--- config.mk ---
export PLATFORM = sky130hd
export DESIGN_NAME = greedy_change_maker_core
export DESIGN_NICKNAME = d
export VERILOG_FILES = /design/src/rtl/core/gcm_pkg.sv /design/src/rtl/core/greedy_change_maker_core.sv /design/src/rtl/core/gcm_cell.sv /design/src/rtl/core/gcm_div.sv
export SDC_FILE = /design/constraint.sdc
export NUM_CORES = 1
export LEC_CHECK = 0
export ABC_AREA = 1
export BUFFER_PORTS_ARGS = -buffer_cell sky130_fd_sc_hd__buf_4
export CORE_ASPECT_RATIO = 0.6
export CORE_UTILIZATION = 65
export CTS_BUF_LIST = sky130_fd_sc_hd__clkbuf_2
export CTS_CLUSTER_SIZE = 28
export DETAILED_ROUTE_END_ITERATION = 8
export MAX_ROUTING_LAYER = met4
export PLACE_DENSITY = 0.94
export SETUP_SLACK_MARGIN = 0.3
export SLEW_MARGIN = 10
export SYNTH_ARGS = -nofsm -noshare
export SYNTH_HDL_FRONTEND = slang
export SYNTH_SLANG_ARGS = --single-unit
--- constraint.sdc ---
create_clock -name clk_i -period 9.25 [get_ports clk_i]
set_input_delay 0.925 -clock clk_i [delete_from_list [all_inputs] [get_ports clk_i]]
set_output_delay 0.925 -clock clk_i [all_outputs]
set_load 0.1 [all_outputs]
--- src/rtl/core/gcm_pkg.sv ---
// gcm_pkg: shared types and constants of the greedy change maker
// no dependencies
package gcm_pkg;

  localparam int unsigned DenW = 16;
  localparam int unsigned IdxW = 3;
  localparam int unsigned NumDenomRegs = 6;

  // register indexes on the config port
  localparam logic [2:0] REG_DENOM_COUNT = 3'd0;
  localparam logic [2:0] REG_DENOM_0     = 3'd1;
  localparam logic [2:0] REG_DENOM_5     = 3'd6;

  localparam logic [2:0] COUNT_RESET = 3'd6;

  function automatic logic [DenW-1:0] denom_reset(input logic [2:0] k);
    logic [DenW-1:0] v;
    case (k)
      3'd0:    v = 16'd500;
      3'd1:    v = 16'd200;
      3'd2:    v = 16'd100;
      3'd3:    v = 16'd50;
      3'd4:    v = 16'd20;
      3'd5:    v = 16'd10;
      default: v = '0;
    endcase
    return v;
  endfunction

  typedef enum logic [1:0] {
    ST_IDLE,
    ST_SCAN,
    ST_DIV,
    ST_FINISH
  } gcm_state_e;

  // one table position as it moves along the cell row
  typedef struct packed {
    logic [IdxW-1:0] idx;
    logic [DenW-1:0] val;
  } gcm_entry_t;

endpackage

--- src/rtl/core/greedy_change_maker_core.sv ---
// greedy_change_maker_core: top level of the greedy change maker
// depends on gcm_pkg, gcm_cell, gcm_div
//
// pulse start with an amount while busy is low; the block walks the table one
// position per cycle, stalling while a division runs, in a row of cells (each
// cell hands its entry to its left neighbor, the head cell is the position under
// test), and for every position that fits it runs a bit-serial division over
// the working width (AMOUNT_WIDTH, capped at 16 bits). records come out one per
// beat on rec_valid_o for exactly one cycle each; the receiver cannot stall,
// so it must take every beat. the final beat carries last_o.
module greedy_change_maker_core
  import gcm_pkg::*;
#(
  parameter int unsigned MAX_DENOMS   = 6,
  parameter int unsigned AMOUNT_WIDTH = 16
) (
  input  logic        clk_i,
  input  logic        rst_ni,
  // command side
  input  logic        start,
  output logic        busy,
  input  logic [15:0] change_amount_i,
  // result side
  output logic        rec_valid_o,
  output logic [2:0]  denom_index_o,
  output logic [15:0] denom_value_o,
  output logic [15:0] note_count_o,
  output logic [15:0] remaining_o,
  output logic        shortfall_o,
  output logic        last_o,
  // config port
  input  logic        psel,
  input  logic        penable,
  input  logic        pwrite,
  input  logic [4:0]  paddr,
  input  logic [31:0] pwdata,
  output logic [31:0] prdata,
  output logic        pready
);

  // working width of the amount and number of cells in the row
  localparam int unsigned RemW = (AMOUNT_WIDTH < DenW) ? AMOUNT_WIDTH : DenW;
  localparam int unsigned NumCells =
      (MAX_DENOMS < NumDenomRegs) ? MAX_DENOMS : NumDenomRegs;

  // ---------------- config registers ----------------
  logic [2:0]      count_q;
  logic [DenW-1:0] denom_q [NumDenomRegs];
  logic [2:0]      reg_idx;
  logic            wr_en;

  assign pready  = 1'b1;
  assign reg_idx = paddr[4:2];
  assign wr_en   = psel && penable && pwrite;

  always_ff @(posedge clk_i or negedge rst_ni) begin
    if (!rst_ni) begin
      count_q <= COUNT_RESET;
      for (int k = 0; k < NumDenomRegs; k++) begin
        denom_q[k] <= denom_reset(3'(k));
      end
    end else if (wr_en) begin
      if (reg_idx == REG_DENOM_COUNT) begin
        count_q <= pwdata[2:0];
      end
      for (int k = 0; k < NumDenomRegs; k++) begin
        if (reg_idx == REG_DENOM_0 + 3'(k)) begin
          denom_q[k] <= pwdata[DenW-1:0];
        end
      end
    end
  end

  always_comb begin
    prdata = '0;
    if (reg_idx == REG_DENOM_COUNT) begin
      prdata = {29'd0, count_q};
    end else if (reg_idx <= REG_DENOM_5) begin
      prdata = {16'd0, denom_q[reg_idx - REG_DENOM_0]};
    end
  end

  // ---------------- control ----------------
  gcm_state_e      state_q, state_d;
  logic            accept;
  logic [RemW-1:0] rem_q, rem_d, amount_q, amount_d;
  logic [2:0]      left_q, left_d;
  logic [2:0]      used;
  logic            load_row, shift_row, div_start;
  logic            div_done;
  logic [RemW-1:0] div_quot, div_rem;
  gcm_entry_t      head;
  logic            head_fits;

  // pending record, held until we know whether it is the last one
  logic            pend_v_q, pend_v_d;
  gcm_entry_t      pend_ent_q, pend_ent_d;
  logic [RemW-1:0] pend_cnt_q, pend_cnt_d, pend_rem_q, pend_rem_d;

  // output beat registers
  logic            out_v_q, out_v_d;
  logic [2:0]      out_idx_q, out_idx_d;
  logic [15:0]     out_val_q, out_val_d, out_cnt_q, out_cnt_d, out_rem_q, out_rem_d;
  logic            out_sf_q, out_sf_d, out_last_q, out_last_d;

  assign accept = start && (state_q == ST_IDLE);
  assign busy   = (state_q != ST_IDLE);
  assign used   = (count_q > 3'(NumCells)) ? 3'(NumCells) : count_q;
  assign head_fits = (head.val != '0) && ({{(32-RemW){1'b0}}, rem_q} >= 32'(head.val));

  // ---------------- row of cells ----------------
  gcm_entry_t row [NumCells+1];
  assign row[NumCells] = '0;

  for (genvar g = 0; g < NumCells; g++) begin : g_cell
    gcm_entry_t ld;
    assign ld.idx = IdxW'(g);
    assign ld.val = denom_q[g];
    gcm_cell u_cell (
      .clk_i        (clk_i),
      .load_i       (load_row),
      .shift_i      (shift_row),
      .load_entry_i (ld),
      .next_entry_i (row[g+1]),
      .entry_o      (row[g])
    );
  end
  assign head = row[0];

  gcm_div #(.RemW(RemW)) u_div (
    .clk_i      (clk_i),
    .rst_ni     (rst_ni),
    .start_i    (div_start),
    .dividend_i (rem_q),
    .divisor_i  (head.val),
    .done_o     (div_done),
    .quot_o     (div_quot),
    .rem_o      (div_rem)
  );

  // next state
  always_comb begin
    state_d = state_q;
    case (state_q)
      ST_IDLE: begin
        if (accept) state_d = ST_SCAN;
      end
      ST_SCAN: begin
        if (rem_q == '0 || left_q == '0) begin
          state_d = ST_FINISH;
        end else if (head_fits) begin
          state_d = ST_DIV;
        end
      end
      ST_DIV: begin
        if (div_done) state_d = ST_SCAN;
      end
      ST_FINISH: state_d = ST_IDLE;
      default:   state_d = ST_IDLE;
    endcase
  end

  // datapath and outputs
  always_comb begin
    load_row   = 1'b0;
    shift_row  = 1'b0;
    div_start  = 1'b0;
    rem_d      = rem_q;
    amount_d   = amount_q;
    left_d     = left_q;
    pend_v_d   = pend_v_q;
    pend_ent_d = pend_ent_q;
    pend_cnt_d = pend_cnt_q;
    pend_rem_d = pend_rem_q;
    out_v_d    = 1'b0;
    out_idx_d  = pend_ent_q.idx;
    out_val_d  = pend_ent_q.val;
    out_cnt_d  = 16'(pend_cnt_q);
    out_rem_d  = 16'(pend_rem_q);
    out_sf_d   = 1'b0;
    out_last_d = 1'b0;
    case (state_q)
      ST_IDLE: begin
        if (accept) begin
          load_row = 1'b1;
          rem_d    = change_amount_i[RemW-1:0];
          amount_d = change_amount_i[RemW-1:0];
          left_d   = used;
          pend_v_d = 1'b0;
        end
      end
      ST_SCAN: begin
        if (rem_q != '0 && left_q != '0) begin
          if (head_fits) begin
            div_start = 1'b1;
          end else begin
            shift_row = 1'b1;
            left_d    = left_q - 1'b1;
          end
        end
      end
      ST_DIV: begin
        if (div_done) begin
          // a new fit means the held record is not the last
          out_v_d    = pend_v_q;
          pend_v_d   = 1'b1;
          pend_ent_d = head;
          pend_cnt_d = div_quot;
          pend_rem_d = div_rem;
          rem_d      = div_rem;
          shift_row  = 1'b1;
          left_d     = left_q - 1'b1;
        end
      end
      ST_FINISH: begin
        out_v_d    = 1'b1;
        out_last_d = 1'b1;
        if (pend_v_q) begin
          out_sf_d = (rem_q != '0);
        end else begin
          // empty record: nothing was paid
          out_idx_d = '0;
          out_val_d = '0;
          out_cnt_d = '0;
          out_rem_d = 16'(amount_q);
          out_sf_d  = (amount_q != '0);
        end
      end
      default: ;
    endcase
  end

  always_ff @(posedge clk_i or negedge rst_ni) begin
    if (!rst_ni) begin
      state_q  <= ST_IDLE;
      pend_v_q <= 1'b0;
      out_v_q  <= 1'b0;
      left_q   <= '0;
    end else begin
      state_q  <= state_d;
      pend_v_q <= pend_v_d;
      out_v_q  <= out_v_d;
      left_q   <= left_d;
    end
  end

  always_ff @(posedge clk_i) begin
    rem_q      <= rem_d;
    amount_q   <= amount_d;
    pend_ent_q <= pend_ent_d;
    pend_cnt_q <= pend_cnt_d;
    pend_rem_q <= pend_rem_d;
    out_idx_q  <= out_idx_d;
    out_val_q  <= out_val_d;
    out_cnt_q  <= out_cnt_d;
    out_rem_q  <= out_rem_d;
    out_sf_q   <= out_sf_d;
    out_last_q <= out_last_d;
  end

  assign rec_valid_o   = out_v_q;
  assign denom_index_o = out_idx_q;
  assign denom_value_o = out_val_q;
  assign note_count_o  = out_cnt_q;
  assign remaining_o   = out_rem_q;
  assign shortfall_o   = out_sf_q;
  assign last_o        = out_last_q;

`ifndef SYNTH
  // a beat that is not the last is always followed by more work
  a_more_after_mid: assert property (@(posedge clk_i) disable iff (!rst_ni)
    rec_valid_o && !last_o |-> busy)
    else $error("non-last beat while idle");

  // shortfall is only flagged on the final beat
  a_sf_last: assert property (@(posedge clk_i) disable iff (!rst_ni)
    rec_valid_o && shortfall_o |-> last_o)
    else $error("shortfall on non-last beat");

  // the divider only finishes while a division is awaited
  a_div_state: assert property (@(posedge clk_i) disable iff (!rst_ni)
    div_done |-> state_q == ST_DIV)
    else $error("divider done outside division");
`endif

endmodule

--- src/rtl/core/gcm_cell.sv ---
// gcm_cell: one cell of the denomination row, holds one table entry
// depends on gcm_pkg
module gcm_cell
  import gcm_pkg::*;
(
  input  logic       clk_i,
  input  logic       load_i,
  input  logic       shift_i,
  input  gcm_entry_t load_entry_i,
  input  gcm_entry_t next_entry_i,
  output gcm_entry_t entry_o
);

  gcm_entry_t entry_q, entry_d;

  always_comb begin
    entry_d = entry_q;
    if (load_i) begin
      entry_d = load_entry_i;
    end else if (shift_i) begin
      entry_d = next_entry_i;
    end
  end

  always_ff @(posedge clk_i) begin
    entry_q <= entry_d;
  end

  assign entry_o = entry_q;

endmodule

--- src/rtl/core/gcm_div.sv ---
// gcm_div: restoring divider, one quotient bit per cycle
// depends on gcm_pkg
module gcm_div
  import gcm_pkg::*;
#(
  parameter int unsigned RemW = 16
) (
  input  logic            clk_i,
  input  logic            rst_ni,
  input  logic            start_i,
  input  logic [RemW-1:0] dividend_i,
  input  logic [DenW-1:0] divisor_i,
  output logic            done_o,
  output logic [RemW-1:0] quot_o,
  output logic [RemW-1:0] rem_o
);

  localparam int unsigned CntW = $clog2(RemW + 1);

  logic            busy_q, busy_d, done_q, done_d;
  logic [CntW-1:0] cnt_q, cnt_d;
  logic [DenW:0]   part_q, part_d;
  logic [RemW-1:0] dq_q, dq_d;
  logic [DenW-1:0] dsr_q, dsr_d;
  logic [DenW:0]   trial;
  logic            ge;

  assign trial = {part_q[DenW-1:0], dq_q[RemW-1]};
  assign ge    = trial >= {1'b0, dsr_q};

  always_comb begin
    busy_d = busy_q;
    done_d = 1'b0;
    cnt_d  = cnt_q;
    part_d = part_q;
    dq_d   = dq_q;
    dsr_d  = dsr_q;
    if (start_i) begin
      busy_d = 1'b1;
      cnt_d  = CntW'(RemW);
      part_d = '0;
      dq_d   = dividend_i;
      dsr_d  = divisor_i;
    end else if (busy_q) begin
      part_d = ge ? (trial - {1'b0, dsr_q}) : trial;
      dq_d   = {dq_q[RemW-2:0], ge};
      cnt_d  = cnt_q - 1'b1;
      if (cnt_q == CntW'(1)) begin
        busy_d = 1'b0;
        done_d = 1'b1;
      end
    end
  end

  always_ff @(posedge clk_i or negedge rst_ni) begin
    if (!rst_ni) begin
      busy_q <= 1'b0;
      done_q <= 1'b0;
      cnt_q  <= '0;
    end else begin
      busy_q <= busy_d;
      done_q <= done_d;
      cnt_q  <= cnt_d;
    end
  end

  always_ff @(posedge clk_i) begin
    part_q <= part_d;
    dq_q   <= dq_d;
    dsr_q  <= dsr_d;
  end

  assign done_o = done_q;
  assign quot_o = dq_q;
  assign rem_o  = part_q[RemW-1:0];

endmodule

==> summary by stage <==
Run status
The flow ran to the end, and the final reports show no timing, DRC or antenna violations.

STA
The final worst slack is approximately 3700 ps. The final hold violation count is 0. The max-slew violation count came to 0. Headroom to the max-slew limit came out at 13.2%.

The ratio of final minimum period to clock period is 60.0%. The smallest hold slack is 180 ps. Timing would allow up to around 0.18 GHz.

Setup repair after global routing left no endpoint under its margin. Across the routed clock network, the largest skew measured is 75.1 ps. The shortest clock period the worst path allows after layout is 5550 ps. The slew at the pin with the worst max-slew slack is 1300 ps.

Setup total negative slack on the finished layout was measured at 0 ps. Setup violations remaining at the end of the flow were counted as 0.

Synthesis
The synthesized design contains around 400 register bits. In this run, distinct cell masters in the synthesized netlist total 46. The cell area that synthesis handed to floorplanning was 0.0174 sq mm. The synthesis warning total is 0. The largest family of logic cells by synthesized area is simple AND/OR/NAND/NOR gates. The multiplexer area fraction after synthesis is 0%. The arithmetic-cell share of the synthesized area counting full adders, half adders and majority gates is around 3.3%.

Among all flip-flop cells after synthesis, the most frequent one is sky130_fd_sc_hd__edfxtp_1. Summing the areas of all and, or, nand and nor instances in the mapped netlist gives 18.7% of the synthesized area. The count of flip-flops with a built-in enable after synthesis is 211. The proportion of register bits with asynchronous set or reset after synthesis is between 20% and 30%. Summing the areas of all compound-gate instances in the mapped netlist gives 8.58% of the synthesized area. The synthesized netlist devotes less than 1% of its cell area to XOR and XNOR gates. The instance count of the mapped netlist is 1851. The sequential element share of the synthesized area is 61.9%.

The post-synthesis area per instance is around 9.4 sq um.

Routing
Dividing the detail-routed via count by the number of cells gives approximately 5.7. The post-route DRC violation count is 0. The routed via count is between 10k and 15k. In this run the remaining antenna-violating nets after routing total 0.

After detailed routing, the average wire length per cell comes to 18.1 microns. The first routing iteration left 2024 violations. The total wirelength of the detailed-routed design is 43700 microns. The first-pass iteration count of the detailed router is 6.

Floorplanning
The area inside the core boundary is 0.0264 sq mm. The number of placed I/O pins is around 150. The row count is between 40 and 50. The initial core utilization is 66.2%. The die covers 0.0275 sq mm. The overall die height is 129 microns. The die boundary width is 213 microns.

Global route
The number of global-route vias before repair was approximately 13k. For this run the aggregate overflow at the end of global routing stands at 0. The global-route wire length before repair is 66600 microns. Global routing used about 33% of the available tracks across all layers. The initial antenna violation count is 1. Entering global routing, the biggest net connects 81 pins.

Finish
The top cell types in the final layout, fill and taps aside, are sky130_fd_sc_hd__nand2_1 (577), sky130_fd_sc_hd__edfxtp_1 (211), sky130_fd_sc_hd__inv_1 (195), sky130_fd_sc_hd__o21ai_0 (187), sky130_fd_sc_hd__nor2_1 (155). The fraction of final layout cells sized beyond drive strength 1 is 15.6%. After the last flow step, the layout net total stands at 2088. The relative area change from synthesis to final layout is 10.6%.

Summing all multi-input logic gate instances after layout gives 0.00554 sq mm. The filler cells instantiated in the layout total 1747. Leaving out fill and tap cells, the most frequent cell in the layout is sky130_fd_sc_hd__nand2_1. The sequential cell area in the final layout is 0.0108 sq mm.

Min path
The cell depth of the worst min-delay path is 1. The path with the worst hold slack has its endpoint at amount_q[11]$_DFFE_PP_. The startpoint identified for the worst hold timing path is change_amount_i[11]. The worst min-delay path category is input port to register.

Worst setup path
The kind of capture point of the worst setup path is an output port. By startpoint and endpoint, the worst setup path is classified as input port to output port. The category of the worst setup path launch point is an input port. STA puts the critical path data arrival time at between 4000 and 5000 ps. Counting cells, the worst reg-to-reg path comes to 15. Data on the critical path is required at its endpoint by 8330 ps. The setup slack of the most critical reg-to-reg path is 5200 ps. The worst-path maximum fanout is 67. The launch instance of the worst register-to-register path is g_cell[0].u_cell.entry_o[7]$_DFFE_PP_. The worst register-to-register path ends at g_cell[0].u_cell.entry_o[1]$_DFFE_PP_.

Power and ir drop
The areal power density over the cells is 180 mW/mm^2. The maximum vdd drop is approximately 0.14 mV. The standby leakage power is roughly 8.9 nW.

Clocking
The number of gates given a new drive strength after cts is 0. Clock-pin slew was measured on the worst setup and hold paths at 120 ps. The total number of H-tree levels is 3. The maximum buffer depth of the clock tree is 3.

In this run the clock root is driven by a sky130_fd_sc_hd__clkbuf_2. The clock reaches the later pin of the worst-skew pair after 960 ps. The number of clock buffers added by TritonCTS is 88. Once the clock tree was built, the setup fixing pass inserted 0 buffers.

The TritonCTS clock tree is done. The total number of clock tree sinks is between 400 and 500. Buffers inserted to repair hold after CTS numbered 1.

Job
The max-capacitance violation count is 0.

Place
The weighted congestion reported at the end of routability-driven placement is a little over 0.9. The HPWL after detailed placement is ~28000 microns. The worst setup slack before clock tree synthesis is 3890 ps. Port buffering added 111 buffers.
## how the worst max path moves through the flow
stage               startpoint          to  slack, ps  depth (start not counted)
global placement      paddr[2]  prdata[11]       4130                          8
global route          paddr[2]  prdata[11]       3590                          8
detailed placement    paddr[2]  prdata[11]       3890                          8
finish                paddr[2]  prdata[11]       3700                          8
floorplan             paddr[2]  prdata[10]       4640                          8
CTS                   paddr[2]  prdata[11]       3880                          8
## flip-flops by register name (all words and copies together) (netlist names), 2 cells and up
name                   cells
amount_q                  16
count_q                    3
denom_index_o              3
denom_q                   96
denom_value_o             16
g_cell.u_cell.entry_o    107
left_q                     3
note_count_o              16
pend_cnt_q                16
pend_ent_q                19
pend_rem_q                16
rem_q                     16
remaining_o               16
state_q                    2
u_div.cnt_q                5
u_div.dsr_q               16
u_div.part_q              16
u_div.quot_o              16
## cell type report
type,instances,share of cell area [%]
Antenna cell,1,0.0130
Clock buffer,150,3.89
Clock inverter,15,0.480
Inverter,200,3.89
Multi-Input combinational cell,1168,28.7
Sequential cell,404,55.9
Tap cell,360,2.33
Timing Repair Buffer,121,4.72
## worst max-delay path, stage by stage
cell and delay (ps):
sky130_fd_sc_hd__buf_4 540, sky130_fd_sc_hd__inv_1 310, sky130_fd_sc_hd__ha_1 1140, sky130_fd_sc_hd__nand2_1 240, sky130_fd_sc_hd__inv_1 530, sky130_fd_sc_hd__a22oi_1 200, sky130_fd_sc_hd__nor2_1 340, sky130_fd_sc_hd__buf_4 360
## kinds of logic after synthesis
group,count (synthesis)
AO/OA/AOI/OAI,270
XOR/XNOR,11
adder cells (fa/ha/maj),46
buffers and inverters,294
flip-flops,404
other,2
AND/OR/NAND/NOR,824
## layer usage
metal	vias up	global-route usage (%)	routed length, microns
met3	115	8.93	5640
met1	6492	47.1	17900
li1	6298	-	-
met5	-	-	0
met2	994	46.2	19000
met4	0	10.7	1140
## power by group
| group | internal, mW | switching, mW | total (mW) |
|---|---|---|---|
| Sequential | 1.97 | 0.0693 | 2.04 |
| Clock | 0.449 | 0.688 | 1.14 |
| Combinational | 0.0833 | 0.221 | 0.305 |
## synthesized netlist by cell type, types with 15 or more instances
cell / instances / area (sq um)
sky130_fd_sc_hd__ha_1: 45 / 563
sky130_fd_sc_hd__a21oi_1: 35 / 175
sky130_fd_sc_hd__o21ai_0: 187 / 936
sky130_fd_sc_hd__dfrtp_1: 92 / 2300
sky130_fd_sc_hd__dfstp_2: 21 / 552
sky130_fd_sc_hd__o32ai_1: 16 / 140
sky130_fd_sc_hd__inv_1: 196 / 736
sky130_fd_sc_hd__clkbuf_1: 61 / 229
sky130_fd_sc_hd__dfxtp_1: 80 / 1600
sky130_fd_sc_hd__buf_4: 17 / 128
sky130_fd_sc_hd__nand2_1: 579 / 2170
sky130_fd_sc_hd__edfxtp_1: 211 / 6340
sky130_fd_sc_hd__nand3_1: 54 / 270
sky130_fd_sc_hd__nor2_1: 156 / 586
sky130_fd_sc_hd__nand4_1: 15 / 93.8
## metrics by stage
stage / instances / utilization, % / area (sq um) / total power, mW
floorplan: 1866 / - / 17500 / 2.27
global placement: 2252 / 69.9 / 18400 / 2.35
detailed placement: 2252 / 69.9 / 18400 / 2.37
CTS: 2418 / 73.1 / 19300 / 3.48
global route: 2419 / 73.2 / 19300 / 3.61
finish: 2419 / 73.2 / 19300 / 3.48
Note: power is estimated with default switching activity, not from simulation.
